<file path="config.mk">
export PLATFORM = sky130hd
export DESIGN_NAME = frame_timestamp_matcher
export DESIGN_NICKNAME = d
export VERILOG_FILES = /design/src/rtl/ftm_pkg.sv /design/src/rtl/frame_timestamp_matcher.sv /design/src/rtl/ftm_front.sv /design/src/rtl/ftm_div.sv /design/src/rtl/ftm_back.sv
export VERILOG_INCLUDE_DIRS = /design/src /design/src/rtl
export SDC_FILE = /design/constraint.sdc
export NUM_CORES = 2
export LEC_CHECK = 0
export BUFFER_PORTS_ARGS = -buffer_cell sky130_fd_sc_hd__buf_4
export CAP_MARGIN = 20
export CORE_UTILIZATION = 60
export CTS_BUF_LIST = sky130_fd_sc_hd__clkbuf_8
export CTS_CLUSTER_SIZE = 30
export DETAILED_ROUTE_END_ITERATION = 8
export GPL_TIMING_DRIVEN = 0
export PLACE_DENSITY = 0.77
export SYNTH_ARGS = -nofsm -noshare
export SYNTH_HDL_FRONTEND = slang
export SYNTH_SLANG_ARGS = --single-unit
</file>
<file path="constraint.sdc">
create_clock -name clk -period 37.4 [get_ports clk]
set_input_delay 5.61 -clock clk [delete_from_list [all_inputs] [get_ports clk]]
set_output_delay 5.61 -clock clk [all_outputs]
set_load 0.01 [all_outputs]
</file>
<file path="src/rtl/frame_timestamp_matcher_defines.svh">
// Assertion macros shared by the frame timestamp matcher RTL.
// Standalone header; the assertion macros expect clk and rst in the using module.
`ifndef FRAME_TIMESTAMP_MATCHER_DEFINES_SVH
`define FRAME_TIMESTAMP_MATCHER_DEFINES_SVH

`ifndef SYNTHESIS
// Same-cycle implication, checked outside reset
`define FTM_ASSERT_NOW(lbl, ante, cons, msg) \
  lbl: assert property (@(posedge clk) disable iff (rst) (ante) |-> (cons)) \
    else $error(msg);
// Next-cycle implication, checked outside reset
`define FTM_ASSERT_NEXT(lbl, ante, cons, msg) \
  lbl: assert property (@(posedge clk) disable iff (rst) (ante) |=> (cons)) \
    else $error(msg);
`else
`define FTM_ASSERT_NOW(lbl, ante, cons, msg)
`define FTM_ASSERT_NEXT(lbl, ante, cons, msg)
`endif

`endif

</file>
<file path="src/rtl/ftm_pkg.sv">
// Types and constants for the frame timestamp matcher.
// No dependencies; imported by every module of the block.
package ftm_pkg;

  // Input action codes
  localparam logic [1:0] ACT_COMPARE = 2'd0;
  localparam logic [1:0] ACT_TSYNC   = 2'd1;
  localparam logic [1:0] ACT_FSYNC   = 2'd2;

  // Verdict codes
  localparam logic [1:0] VER_MATCH      = 2'd0;
  localparam logic [1:0] VER_DROP_FRAME = 2'd1;
  localparam logic [1:0] VER_DROP_STAMP = 2'd2;

  // Configuration register indexes
  localparam int          CFG_IDX_W       = 3;
  localparam int          CFG_DATA_W      = 21;
  localparam logic [2:0]  REG_MATCH_MODE  = 3'd0;
  localparam logic [2:0]  REG_LOWER_ERROR = 3'd1;
  localparam logic [2:0]  REG_UPPER_ERROR = 3'd2;
  localparam logic [2:0]  REG_INNER_LOWER = 3'd3;
  localparam logic [2:0]  REG_INNER_UPPER = 3'd4;

  // Register reset values (0.1 ms units)
  localparam logic [20:0] LOWER_ERROR_RST = 21'h1FFF9C;  // -100
  localparam logic [19:0] UPPER_ERROR_RST = 20'd100;
  localparam logic [20:0] INNER_LOWER_RST = 21'h1FFFCE;  // -50
  localparam logic [19:0] INNER_UPPER_RST = 20'd50;

  // Divider length: one quotient bit per step over the 48-bit total
  localparam int DIV_STEPS = 48;

  typedef struct packed {
    logic        match_mode;
    logic [20:0] lower_error;
    logic [19:0] upper_error;
    logic [20:0] inner_lower;
    logic [19:0] inner_upper;
  } cfg_t;

  // Work class decided at the front
  typedef enum logic [2:0] {
    KIND_NOP,
    KIND_TSYNC,
    KIND_FSYNC,
    KIND_BOGUS,
    KIND_TIME,
    KIND_FID
  } kind_t;

  typedef struct packed {
    kind_t       kind;
    logic [31:0] frame_id;
    logic [20:0] camera_ticks;
    logic [31:0] timestamp_id;
    logic [43:0] device_ticks;
  } entry_t;

  typedef enum logic [3:0] {
    ST_IDLE,
    ST_EXEC,
    ST_MUL,
    ST_ELAP,
    ST_OFF,
    ST_DIFF,
    ST_JUDGE,
    ST_DIV,
    ST_DONE
  } back_state_t;

endpackage

</file>
<file path="src/rtl/frame_timestamp_matcher.sv">
// Frame timestamp matcher top level: configuration registers, front queue, back sequencer.
// Depends on ftm_pkg, ftm_front and ftm_back.
//
// Each input word yields exactly one output word with the verdict, the corrected
// clock difference and the correction in force after the word. The front queue
// holds two words so input keeps flowing while the back end works; the back end
// handles one word at a time. Sync, unused, id-0/ticks-0 and frame-id mismatch
// words go from execute straight to done; a frame-id match also passes multiply,
// elapsed and offset, and a timestamp compare adds difference and judge. A
// timestamp match that sets a new correction from accumulated offsets also runs
// the serial 48-step divider. The output register frees the back end once it is
// empty or its word is taken; m_tready low holds the back end in its final step.
module frame_timestamp_matcher import ftm_pkg::*; #(
  parameter int CYCLE_TICKS = 1280000
) (
  input  logic                  clk,
  input  logic                  rst,
  input  logic                  s_tvalid,
  output logic                  s_tready,
  // frame_id [31:0], camera_ticks [52:32], timestamp_id [84:53], device_ticks [128:85]
  input  logic [135:0]          s_tdata,
  // action [1:0]
  input  logic [1:0]            s_tuser,
  output logic                  m_tvalid,
  input  logic                  m_tready,
  // verdict [1:0], diff_ticks [49:2], correction_ticks [81:50]
  output logic [87:0]           m_tdata,
  input  logic                  cfg_we,
  input  logic [CFG_IDX_W-1:0]  cfg_index,
  input  logic [CFG_DATA_W-1:0] cfg_wdata
);

  cfg_t   cfg;
  logic   q_valid;
  entry_t q_head;
  logic   q_pop;

  // Configuration writes
  always_ff @(posedge clk) begin
    if (rst) begin
      cfg.match_mode  <= 1'b0;
      cfg.lower_error <= LOWER_ERROR_RST;
      cfg.upper_error <= UPPER_ERROR_RST;
      cfg.inner_lower <= INNER_LOWER_RST;
      cfg.inner_upper <= INNER_UPPER_RST;
    end else if (cfg_we) begin
      unique case (cfg_index)
        REG_MATCH_MODE:  cfg.match_mode  <= cfg_wdata[0];
        REG_LOWER_ERROR: cfg.lower_error <= cfg_wdata[20:0];
        REG_UPPER_ERROR: cfg.upper_error <= cfg_wdata[19:0];
        REG_INNER_LOWER: cfg.inner_lower <= cfg_wdata[20:0];
        REG_INNER_UPPER: cfg.inner_upper <= cfg_wdata[19:0];
        default: ;
      endcase
    end
  end

  ftm_front u_front (
    .clk        (clk),
    .rst        (rst),
    .s_tvalid   (s_tvalid),
    .s_tready   (s_tready),
    .s_tdata    (s_tdata),
    .s_tuser    (s_tuser),
    .match_mode (cfg.match_mode),
    .q_valid    (q_valid),
    .q_head     (q_head),
    .q_pop      (q_pop)
  );

  ftm_back #(
    .CYCLE_TICKS (CYCLE_TICKS)
  ) u_back (
    .clk      (clk),
    .rst      (rst),
    .cfg      (cfg),
    .q_valid  (q_valid),
    .q_head   (q_head),
    .q_pop    (q_pop),
    .m_tvalid (m_tvalid),
    .m_tready (m_tready),
    .m_tdata  (m_tdata)
  );

endmodule

</file>
<file path="src/rtl/ftm_front.sv">
// Front end: accepts input words, classifies them and queues them.
// Depends on ftm_pkg for the entry and kind types.
module ftm_front import ftm_pkg::*; (
  input  logic         clk,
  input  logic         rst,
  input  logic         s_tvalid,
  output logic         s_tready,
  // frame_id [31:0], camera_ticks [52:32], timestamp_id [84:53], device_ticks [128:85]
  input  logic [135:0] s_tdata,
  // action [1:0]
  input  logic [1:0]   s_tuser,
  input  logic         match_mode,
  output logic         q_valid,
  output entry_t       q_head,
  input  logic         q_pop
);

  entry_t     slot [2];
  logic       wr_ptr;
  logic       rd_ptr;
  logic [1:0] fill;
  logic       push;
  entry_t     incoming;

  // Classify the incoming word
  always_comb begin
    incoming.frame_id     = s_tdata[31:0];
    incoming.camera_ticks = s_tdata[52:32];
    incoming.timestamp_id = s_tdata[84:53];
    incoming.device_ticks = s_tdata[128:85];
    unique case (s_tuser)
      ACT_TSYNC: incoming.kind = KIND_TSYNC;
      ACT_FSYNC: incoming.kind = KIND_FSYNC;
      ACT_COMPARE: begin
        if ((s_tdata[31:0] == 32'd0) && (s_tdata[52:32] == 21'd0)) begin
          incoming.kind = KIND_BOGUS;
        end else if (match_mode) begin
          incoming.kind = KIND_FID;
        end else begin
          incoming.kind = KIND_TIME;
        end
      end
      default: incoming.kind = KIND_NOP;
    endcase
  end

  assign s_tready = (fill != 2'd2);
  assign push     = s_tvalid && s_tready;
  assign q_valid  = (fill != 2'd0);
  assign q_head   = slot[rd_ptr];

  // Store pushed words
  always_ff @(posedge clk) begin
    if (push) begin
      slot[wr_ptr] <= incoming;
    end
  end

  // Advance pointers and fill level
  always_ff @(posedge clk) begin
    if (rst) begin
      wr_ptr <= 1'b0;
      rd_ptr <= 1'b0;
      fill   <= 2'd0;
    end else begin
      if (push) begin
        wr_ptr <= ~wr_ptr;
      end
      if (q_pop) begin
        rd_ptr <= ~rd_ptr;
      end
      fill <= fill + 2'(push) - 2'(q_pop);
    end
  end

endmodule

</file>
<file path="src/rtl/ftm_div.sv">
// Serial signed divider for the correction average, one quotient bit per cycle.
// Depends on ftm_pkg for the step count.
module ftm_div import ftm_pkg::*; (
  input  logic        clk,
  input  logic        rst,
  input  logic        start,
  input  logic [47:0] dividend,
  input  logic [31:0] divisor,
  output logic        done,
  output logic [31:0] quotient
);

  localparam int CntW = $clog2(DIV_STEPS);
  localparam logic [CntW-1:0] LastStep = CntW'(DIV_STEPS - 1);

  logic            busy;
  logic [CntW-1:0] step;
  logic [47:0]     acc;
  logic [31:0]     rem;
  logic [31:0]     dvs;
  logic            neg;
  logic [32:0]     rem_sh;
  logic            fits;
  logic [32:0]     rem_sub;
  logic [47:0]     mag;

  // Restoring step on magnitudes
  assign mag     = dividend[47] ? (48'd0 - dividend) : dividend;
  assign rem_sh  = {rem, acc[47]};
  assign fits    = (rem_sh >= {1'b0, dvs});
  assign rem_sub = rem_sh - {1'b0, dvs};

  // Apply the dividend sign; the divisor is always positive
  assign quotient = neg ? (32'd0 - acc[31:0]) : acc[31:0];

  always_ff @(posedge clk) begin
    if (rst) begin
      busy <= 1'b0;
      done <= 1'b0;
      step <= '0;
    end else begin
      done <= busy && (step == LastStep);
      if (start) begin
        busy <= 1'b1;
        step <= '0;
      end else if (busy) begin
        step <= step + 1'b1;
        if (step == LastStep) begin
          busy <= 1'b0;
        end
      end
    end
  end

  // Shift quotient bits into the dividend register
  always_ff @(posedge clk) begin
    if (start) begin
      acc <= mag;
      rem <= 32'd0;
      dvs <= divisor;
      neg <= dividend[47];
    end else if (busy) begin
      rem <= fits ? rem_sub[31:0] : rem_sh[31:0];
      acc <= {acc[46:0], fits};
    end
  end

endmodule

</file>
<file path="src/rtl/ftm_back.sv">
// Back end: sequences queued words through the clock arithmetic and match logic.
// Depends on ftm_pkg, ftm_div and the assertion macro header.
`include "frame_timestamp_matcher_defines.svh"

module ftm_back import ftm_pkg::*; #(
  parameter int CYCLE_TICKS = 1280000
) (
  input  logic         clk,
  input  logic         rst,
  input  cfg_t         cfg,
  input  logic         q_valid,
  input  entry_t       q_head,
  output logic         q_pop,
  output logic         m_tvalid,
  input  logic         m_tready,
  // verdict [1:0], diff_ticks [49:2], correction_ticks [81:50]
  output logic [87:0]  m_tdata
);

  localparam logic [21:0] CycTicks = 22'(CYCLE_TICKS);

  back_state_t state, state_next;
  entry_t      item;

  logic [31:0] frame_sync_id;
  logic [31:0] stamp_sync_id;
  logic [20:0] camera_sync_ticks;
  logic [47:0] device_sync_ticks;
  logic [20:0] last_camera_ticks;
  logic [31:0] wrap_cycles;
  logic [31:0] correction;
  logic [47:0] offset_total;
  logic [31:0] offset_count;
  logic [2:0]  sync_flags;

  logic [47:0] prod;
  logic [47:0] dev10;
  logic [47:0] eh;
  logic [47:0] ef;
  logic [47:0] off;
  logic [47:0] diff;
  logic [1:0]  res_verdict;
  logic [47:0] res_diff;

  logic [1:0]  out_verdict;
  logic [47:0] out_diff;
  logic [31:0] out_corr;

  logic        out_free;
  logic        out_load;
  logic [53:0] prod_full;
  logic [31:0] adj_id;
  logic        adj_lt;
  logic        adj_gt;
  logic        d_low;
  logic        d_high;
  logic        d_outer;
  logic        need_div;
  logic        div_start;
  logic        div_done;
  logic [31:0] div_q;
  logic [2:0]  flags_ts;
  logic [2:0]  flags_fs;

  assign out_free  = !m_tvalid || m_tready;
  assign out_load  = (state == ST_DONE) && out_free;
  assign prod_full = 54'(wrap_cycles) * 54'(CycTicks);
  assign adj_id    = item.frame_id - frame_sync_id + stamp_sync_id;
  assign adj_lt    = $signed(adj_id) < $signed(item.timestamp_id);
  assign adj_gt    = $signed(adj_id) > $signed(item.timestamp_id);
  assign flags_ts  = sync_flags | 3'b001;
  assign flags_fs  = sync_flags | 3'b010;

  // Threshold compares on the corrected difference
  assign d_low   = $signed(diff) < $signed({{27{cfg.lower_error[20]}}, cfg.lower_error});
  assign d_high  = $signed(diff) > $signed({28'd0, cfg.upper_error});
  assign d_outer = ($signed(diff) < $signed({{27{cfg.inner_lower[20]}}, cfg.inner_lower}))
                || ($signed(diff) > $signed({28'd0, cfg.inner_upper}));
  assign need_div = !d_low && !d_high && d_outer && (offset_count != 32'd0);

  // Next state
  always_comb begin
    state_next = state;
    unique case (state)
      ST_IDLE: if (q_valid) state_next = ST_EXEC;
      ST_EXEC: begin
        if ((item.kind == KIND_TIME) || ((item.kind == KIND_FID) && !adj_lt && !adj_gt)) begin
          state_next = ST_MUL;
        end else begin
          state_next = ST_DONE;
        end
      end
      ST_MUL:   state_next = ST_ELAP;
      ST_ELAP:  state_next = ST_OFF;
      ST_OFF:   state_next = (item.kind == KIND_FID) ? ST_DONE : ST_DIFF;
      ST_DIFF:  state_next = ST_JUDGE;
      ST_JUDGE: state_next = need_div ? ST_DIV : ST_DONE;
      ST_DIV:   if (div_done) state_next = ST_DONE;
      ST_DONE:  if (out_free) state_next = ST_IDLE;
      default:  state_next = ST_IDLE;
    endcase
  end

  // Control outputs
  always_comb begin
    q_pop     = (state == ST_IDLE) && q_valid;
    div_start = (state == ST_JUDGE) && need_div;
  end

  always_ff @(posedge clk) begin
    if (rst) begin
      state <= ST_IDLE;
    end else begin
      state <= state_next;
    end
  end

  // Architectural state
  always_ff @(posedge clk) begin
    if (rst) begin
      frame_sync_id     <= 32'd0;
      stamp_sync_id     <= 32'd0;
      camera_sync_ticks <= 21'd0;
      device_sync_ticks <= 48'd0;
      last_camera_ticks <= 21'd0;
      wrap_cycles       <= 32'd0;
      correction        <= 32'd0;
      offset_total      <= 48'd0;
      offset_count      <= 32'd0;
      sync_flags        <= 3'd0;
    end else begin
      unique case (state)
        ST_EXEC: begin
          priority case (item.kind)
            KIND_TSYNC: begin
              stamp_sync_id     <= item.timestamp_id;
              device_sync_ticks <= {4'd0, item.device_ticks};
              sync_flags        <= flags_ts;
              if ((flags_ts[1:0] == 2'b11) && !sync_flags[2]) begin
                sync_flags   <= flags_ts | 3'b100;
                correction   <= 32'd0;
                offset_total <= 48'd0;
                offset_count <= 32'd0;
              end
            end
            KIND_FSYNC: begin
              frame_sync_id     <= item.frame_id;
              camera_sync_ticks <= item.camera_ticks;
              last_camera_ticks <= item.camera_ticks;
              wrap_cycles       <= 32'd0;
              sync_flags        <= flags_fs;
              if ((flags_fs[1:0] == 2'b11) && !sync_flags[2]) begin
                sync_flags   <= flags_fs | 3'b100;
                correction   <= 32'd0;
                offset_total <= 48'd0;
                offset_count <= 32'd0;
              end
            end
            KIND_TIME, KIND_FID: begin
              // Track camera cycle wraps; frame-id mode only on an id match
              if ((item.kind == KIND_TIME) || (!adj_lt && !adj_gt)) begin
                if (last_camera_ticks > item.camera_ticks) begin
                  wrap_cycles <= wrap_cycles + 32'd1;
                end
                last_camera_ticks <= item.camera_ticks;
              end
            end
            default: ;
          endcase
        end
        ST_JUDGE: begin
          if (!d_low && !d_high) begin
            if (!d_outer) begin
              offset_total <= offset_total + off;
              offset_count <= offset_count + 32'd1;
            end else if (offset_count == 32'd0) begin
              correction   <= off[31:0];
              offset_total <= 48'd0;
              offset_count <= 32'd0;
            end
          end
        end
        ST_DIV: begin
          if (div_done) begin
            correction   <= div_q;
            offset_total <= 48'd0;
            offset_count <= 32'd0;
          end
        end
        default: ;
      endcase
    end
  end

  // Working datapath
  always_ff @(posedge clk) begin
    unique case (state)
      ST_IDLE: begin
        if (q_valid) begin
          item <= q_head;
        end
      end
      ST_EXEC: begin
        res_diff <= 48'd0;
        priority case (item.kind)
          KIND_BOGUS: res_verdict <= VER_DROP_FRAME;
          KIND_FID: begin
            if (adj_lt) begin
              res_verdict <= VER_DROP_FRAME;
            end else if (adj_gt) begin
              res_verdict <= VER_DROP_STAMP;
            end else begin
              res_verdict <= VER_MATCH;
            end
          end
          default: res_verdict <= VER_MATCH;
        endcase
      end
      ST_MUL: begin
        prod  <= prod_full[47:0];
        dev10 <= ({4'd0, item.device_ticks} << 3) + ({4'd0, item.device_ticks} << 1);
      end
      ST_ELAP: begin
        eh <= dev10 - device_sync_ticks;
        ef <= prod + {27'd0, item.camera_ticks} - {27'd0, camera_sync_ticks};
      end
      ST_OFF: begin
        off      <= eh - ef;
        res_diff <= eh - ef;
      end
      ST_DIFF: begin
        diff <= off - {{16{correction[31]}}, correction};
      end
      ST_JUDGE: begin
        res_diff <= diff;
        if (d_low) begin
          res_verdict <= VER_DROP_STAMP;
        end else if (d_high) begin
          res_verdict <= VER_DROP_FRAME;
        end else begin
          res_verdict <= VER_MATCH;
        end
      end
      default: ;
    endcase
  end

  // Output register: load the finished word when the slot is free
  always_ff @(posedge clk) begin
    if (rst) begin
      m_tvalid <= 1'b0;
    end else if (out_load) begin
      m_tvalid <= 1'b1;
    end else if (m_tready) begin
      m_tvalid <= 1'b0;
    end
  end

  always_ff @(posedge clk) begin
    if (out_load) begin
      out_verdict <= res_verdict;
      out_diff    <= res_diff;
      out_corr    <= correction;
    end
  end

  assign m_tdata = {6'd0, out_corr, out_diff, out_verdict};

  ftm_div u_div (
    .clk      (clk),
    .rst      (rst),
    .start    (div_start),
    .dividend (offset_total),
    .divisor  (offset_count),
    .done     (div_done),
    .quotient (div_q)
  );

  `FTM_ASSERT_NOW(a_sync_order, sync_flags[2], sync_flags[1:0] == 2'b11, "early sync flag")
  `FTM_ASSERT_NOW(a_div_count, state == ST_DIV, offset_count != 32'd0, "average of no offsets")
  `FTM_ASSERT_NEXT(a_done_load, out_load, m_tvalid && (state == ST_IDLE), "word not loaded")

endmodule
</file>
==> results.yml <==
logic_synthesis:
  synth_seq_area_share_pct: 46.19
  synthCells: 7442
  yosysUniqueCellTypes: 80
  synth_edf_count: 885
  netlist_area_um2: 76130
  ys_async_sr_fraction_pct: 0
  synth_seq_cells: 1314
  synth_ff_type: "edfxtp_1"
  avgSynthCellArea_um2: 10.23
  yosys_warnings: 0
routing:
  firstDrtPassIters: 6
  wl_um: 199700
  wl_per_cell_um: 20.40
  drc_errors: 0
  routed_via_density: 5.853
  num_vias: 57310
  drtAntennaViolNets: 0
  drtIter0Drc: 4360
layout:
  fin_nets: 8913
  final_common_cell: "inv_1"
  syn_to_final_growth_pct: 11.72
  drive_above_1_share_pct: 9.845
  final_cell_mix: "inv_1, edfxtp_1, nand2_1"
setup_path:
  cpLargestDelayFamily: "buffers and inverters"
  crit_start: "rst"
  crit_cells: 5
  cp.arrival_ns: 8.38
  worstReg2RegEnd: "u_back.wrap_cycles[15]"
  setup.worst_path.end: "u_back.m_tvalid"
  cp_num_buf_inv: 4
  worstPathCellList: "clkbuf_1 > buf_8 > clkbuf_1 > clkbuf_2 > a21oi_1"
  cp-start-kind: "primary input"
  slowest_delay_ns: 0.93
  worstRegToRegCells: 28
  crit_required_ns: 38.16
  r2r_slack_ns: 30.24
  r2r-start: "u_back.item[98]"
  crit_top_cell: "clkbuf_1"
  critPathKind: "primary input to register"
  slowest_stage: "clkbuf_1"
  cp_max_fo: 10
  cp-end-kind: "register"
timing:
  max-slew-margin-rel_pct: 17.23
  max_freq_ghz: 0.1313
  rsz0062_at_grt: "false"
  holdWs_ns: 0.3828
  fin_crit_sh_pct: 20.36
  skew_ns: 0.04023
  finalSetupViolCount: 0
  worst_slack_ns: 29.78
  finalSetupTns_ns: 0
  slew_violations: 0
  finalHoldViolations: 0
  fin_crit_ns: 7.616
  worstMarginPinSlew_ns: 1.232
grt:
  grt_overflow: 0
  grt_antenna_before_repair: 4
  grt_first_pass_wirelength_um: 306100
  grt_pass1_vias: 56290
  track_usage_pct: 30.94
  grt_max_degree: 62
die:
  die_w_um: 358.2
  core_um2: 125700
  die-area_um2: 128300
  boundaryPins: 257
  rows: 130
  initial_utilization_pct: 60.55
  die_y_um: 358.2
clocking:
  clkSinkCount: 1314
  clkLatencyLatePin_ns: 0.97
  post-cts-setup-buffer-count: 0
  cts_tree: "done"
  ctsRootBufferMaster: "clkbuf_8"
  clkTransAtPathRegs_ns: 0.06
  cts_repair_resize_count: 0
  cts_hold_buf: 0
  cts_buffer_depth: 3
  htree_levels: 4
  tritoncts.num_buffers: 213
placed_design:
  dp_slack_ns: 28.96
  port_buffers: 242
  gp_congestion: 0.9656
  dp_hpwl_um: 155900
power:
  ir_worst_vdd_v: 0.00005329
  pwr_density_cell_nw_per_um2: 64.46
  p_leak_uw: 0.03546
worst_hold_path:
  hold_path_class: "register to register"
job:
  maxCapViolCount: 0
status:
  run_status: "complete, no violations"
## stage by stage
| step | utilization (%) | area [µm²] | power (µW) | std cells |
|---|---|---|---|---|
| after global routing | 67.64 | 85040 | 5803 | 9787 |
| after global placement | 63.65 | 80030 | 4172 | 9339 |
| after CTS | 67.59 | 84980 | 5471 | 9783 |
| after detailed placement | 64.16 | 80670 | 4211 | 9379 |
| after floorplan | - | 76150 | 3607 | 7447 |
| final | 67.65 | 85050 | 5483 | 9791 |
## metal layers
| layer | vias up | routed length (µm) | track usage, % |
|---|---|---|---|
| li1 | 27480 | - | - |
| met1 | 27400 | 81210 | 38.33 |
| met5 | - | 17 | 0 |
| met4 | 2 | 8353 | 13.80 |
| met2 | 2029 | 97130 | 53.13 |
| met3 | 397 | 13010 | 5.066 |
## synth_stat cells, types with 49 or more instances
library cell  count  area share (%)
xnor2_1         303             3.5
o21a_1           59            0.58
a21o_1          280             2.8
inv_1           850             4.2
nor2_1          420             2.1
dfxtp_1         429              11
nand3_1         125            0.82
xor2_1          148             1.7
clkbuf_1        205             1.0
and3_1           54            0.44
edfxtp_1        885              35
o21bai_1         53            0.52
fa_1            129             3.4
nor4_1           49            0.40
a22o_1           59            0.68
nor2b_1          77            0.63
a21oi_1         644             4.2
ha_1            670              11
o211ai_1         68            0.67
mux2_2          148             2.2
a211oi_1         91            0.90
a22oi_1          62            0.61
nand2b_1         53            0.44
nor3_1          113            0.74
nand4_1          76            0.62
nand2_1         706             3.5
o21ai_0         220             1.4
## area by class of cell
type	count	area [µm²]
timing repair buffer	285	2442
clock inverter	174	1140
sequential	1314	35160
inverter	850	3191
buffer	228	888.4
antenna	5	12.51
multi-input combinational	5055	36990
fill	9574	40680
clock buffer	230	3166
tap	1650	2064
## worst min path at each step
stage	startpoint	endpoint	slack, ns	depth (start not counted)
final	u_back.res_diff[46]	u_back.out_diff[46]	0.38	0
after CTS	u_back.res_diff[46]	u_back.out_diff[46]	0.38	0
after global routing	u_back.res_diff[46]	u_back.out_diff[46]	0.41	0
after detailed placement	u_back.res_diff[18]	u_back.out_diff[18]	0.40	0
after global placement	u_back.res_diff[25]	u_back.out_diff[25]	0.40	0
after floorplan	u_back.res_diff[0]	u_back.out_diff[0]	0.40	0
## cell families after synthesis
family | Yosys count | synth area share, %
fa+ha+maj | 799 | 14.40
xor+xnor | 451 | 5.189
mux | 172 | 2.505
other cells | 1 | 0.004926
buf+inv | 1078 | 5.346
simple gates | 1855 | 11.39
compound gates | 1772 | 14.98
flops | 1314 | 46.19
## power breakdown
| group | switching [µW] | internal (µW) | leakage [µW] |
|---|---|---|---|
| clock network | 615 | 642 | 0.00249 |
| registers | 136 | 1910 | 0.0117 |
| logic | 1310 | 877 | 0.0213 |
## registers in the layout, summed over array words and instances, names as in the netlist, 37 cells and up
register                  count
u_front.slot                264
u_back.offset_total          48
u_back.u_div.acc             48
cfg                          83
u_back.ef                    48
u_back.dev10                 47
u_back.item                 132
u_back.prod                  37
u_back.out_diff              48
u_back.res_diff              48
u_back.eh                    48
u_back.diff                  48
u_back.off                   48
u_back.device_sync_ticks     44
Power figures use the tool's default switching activity.
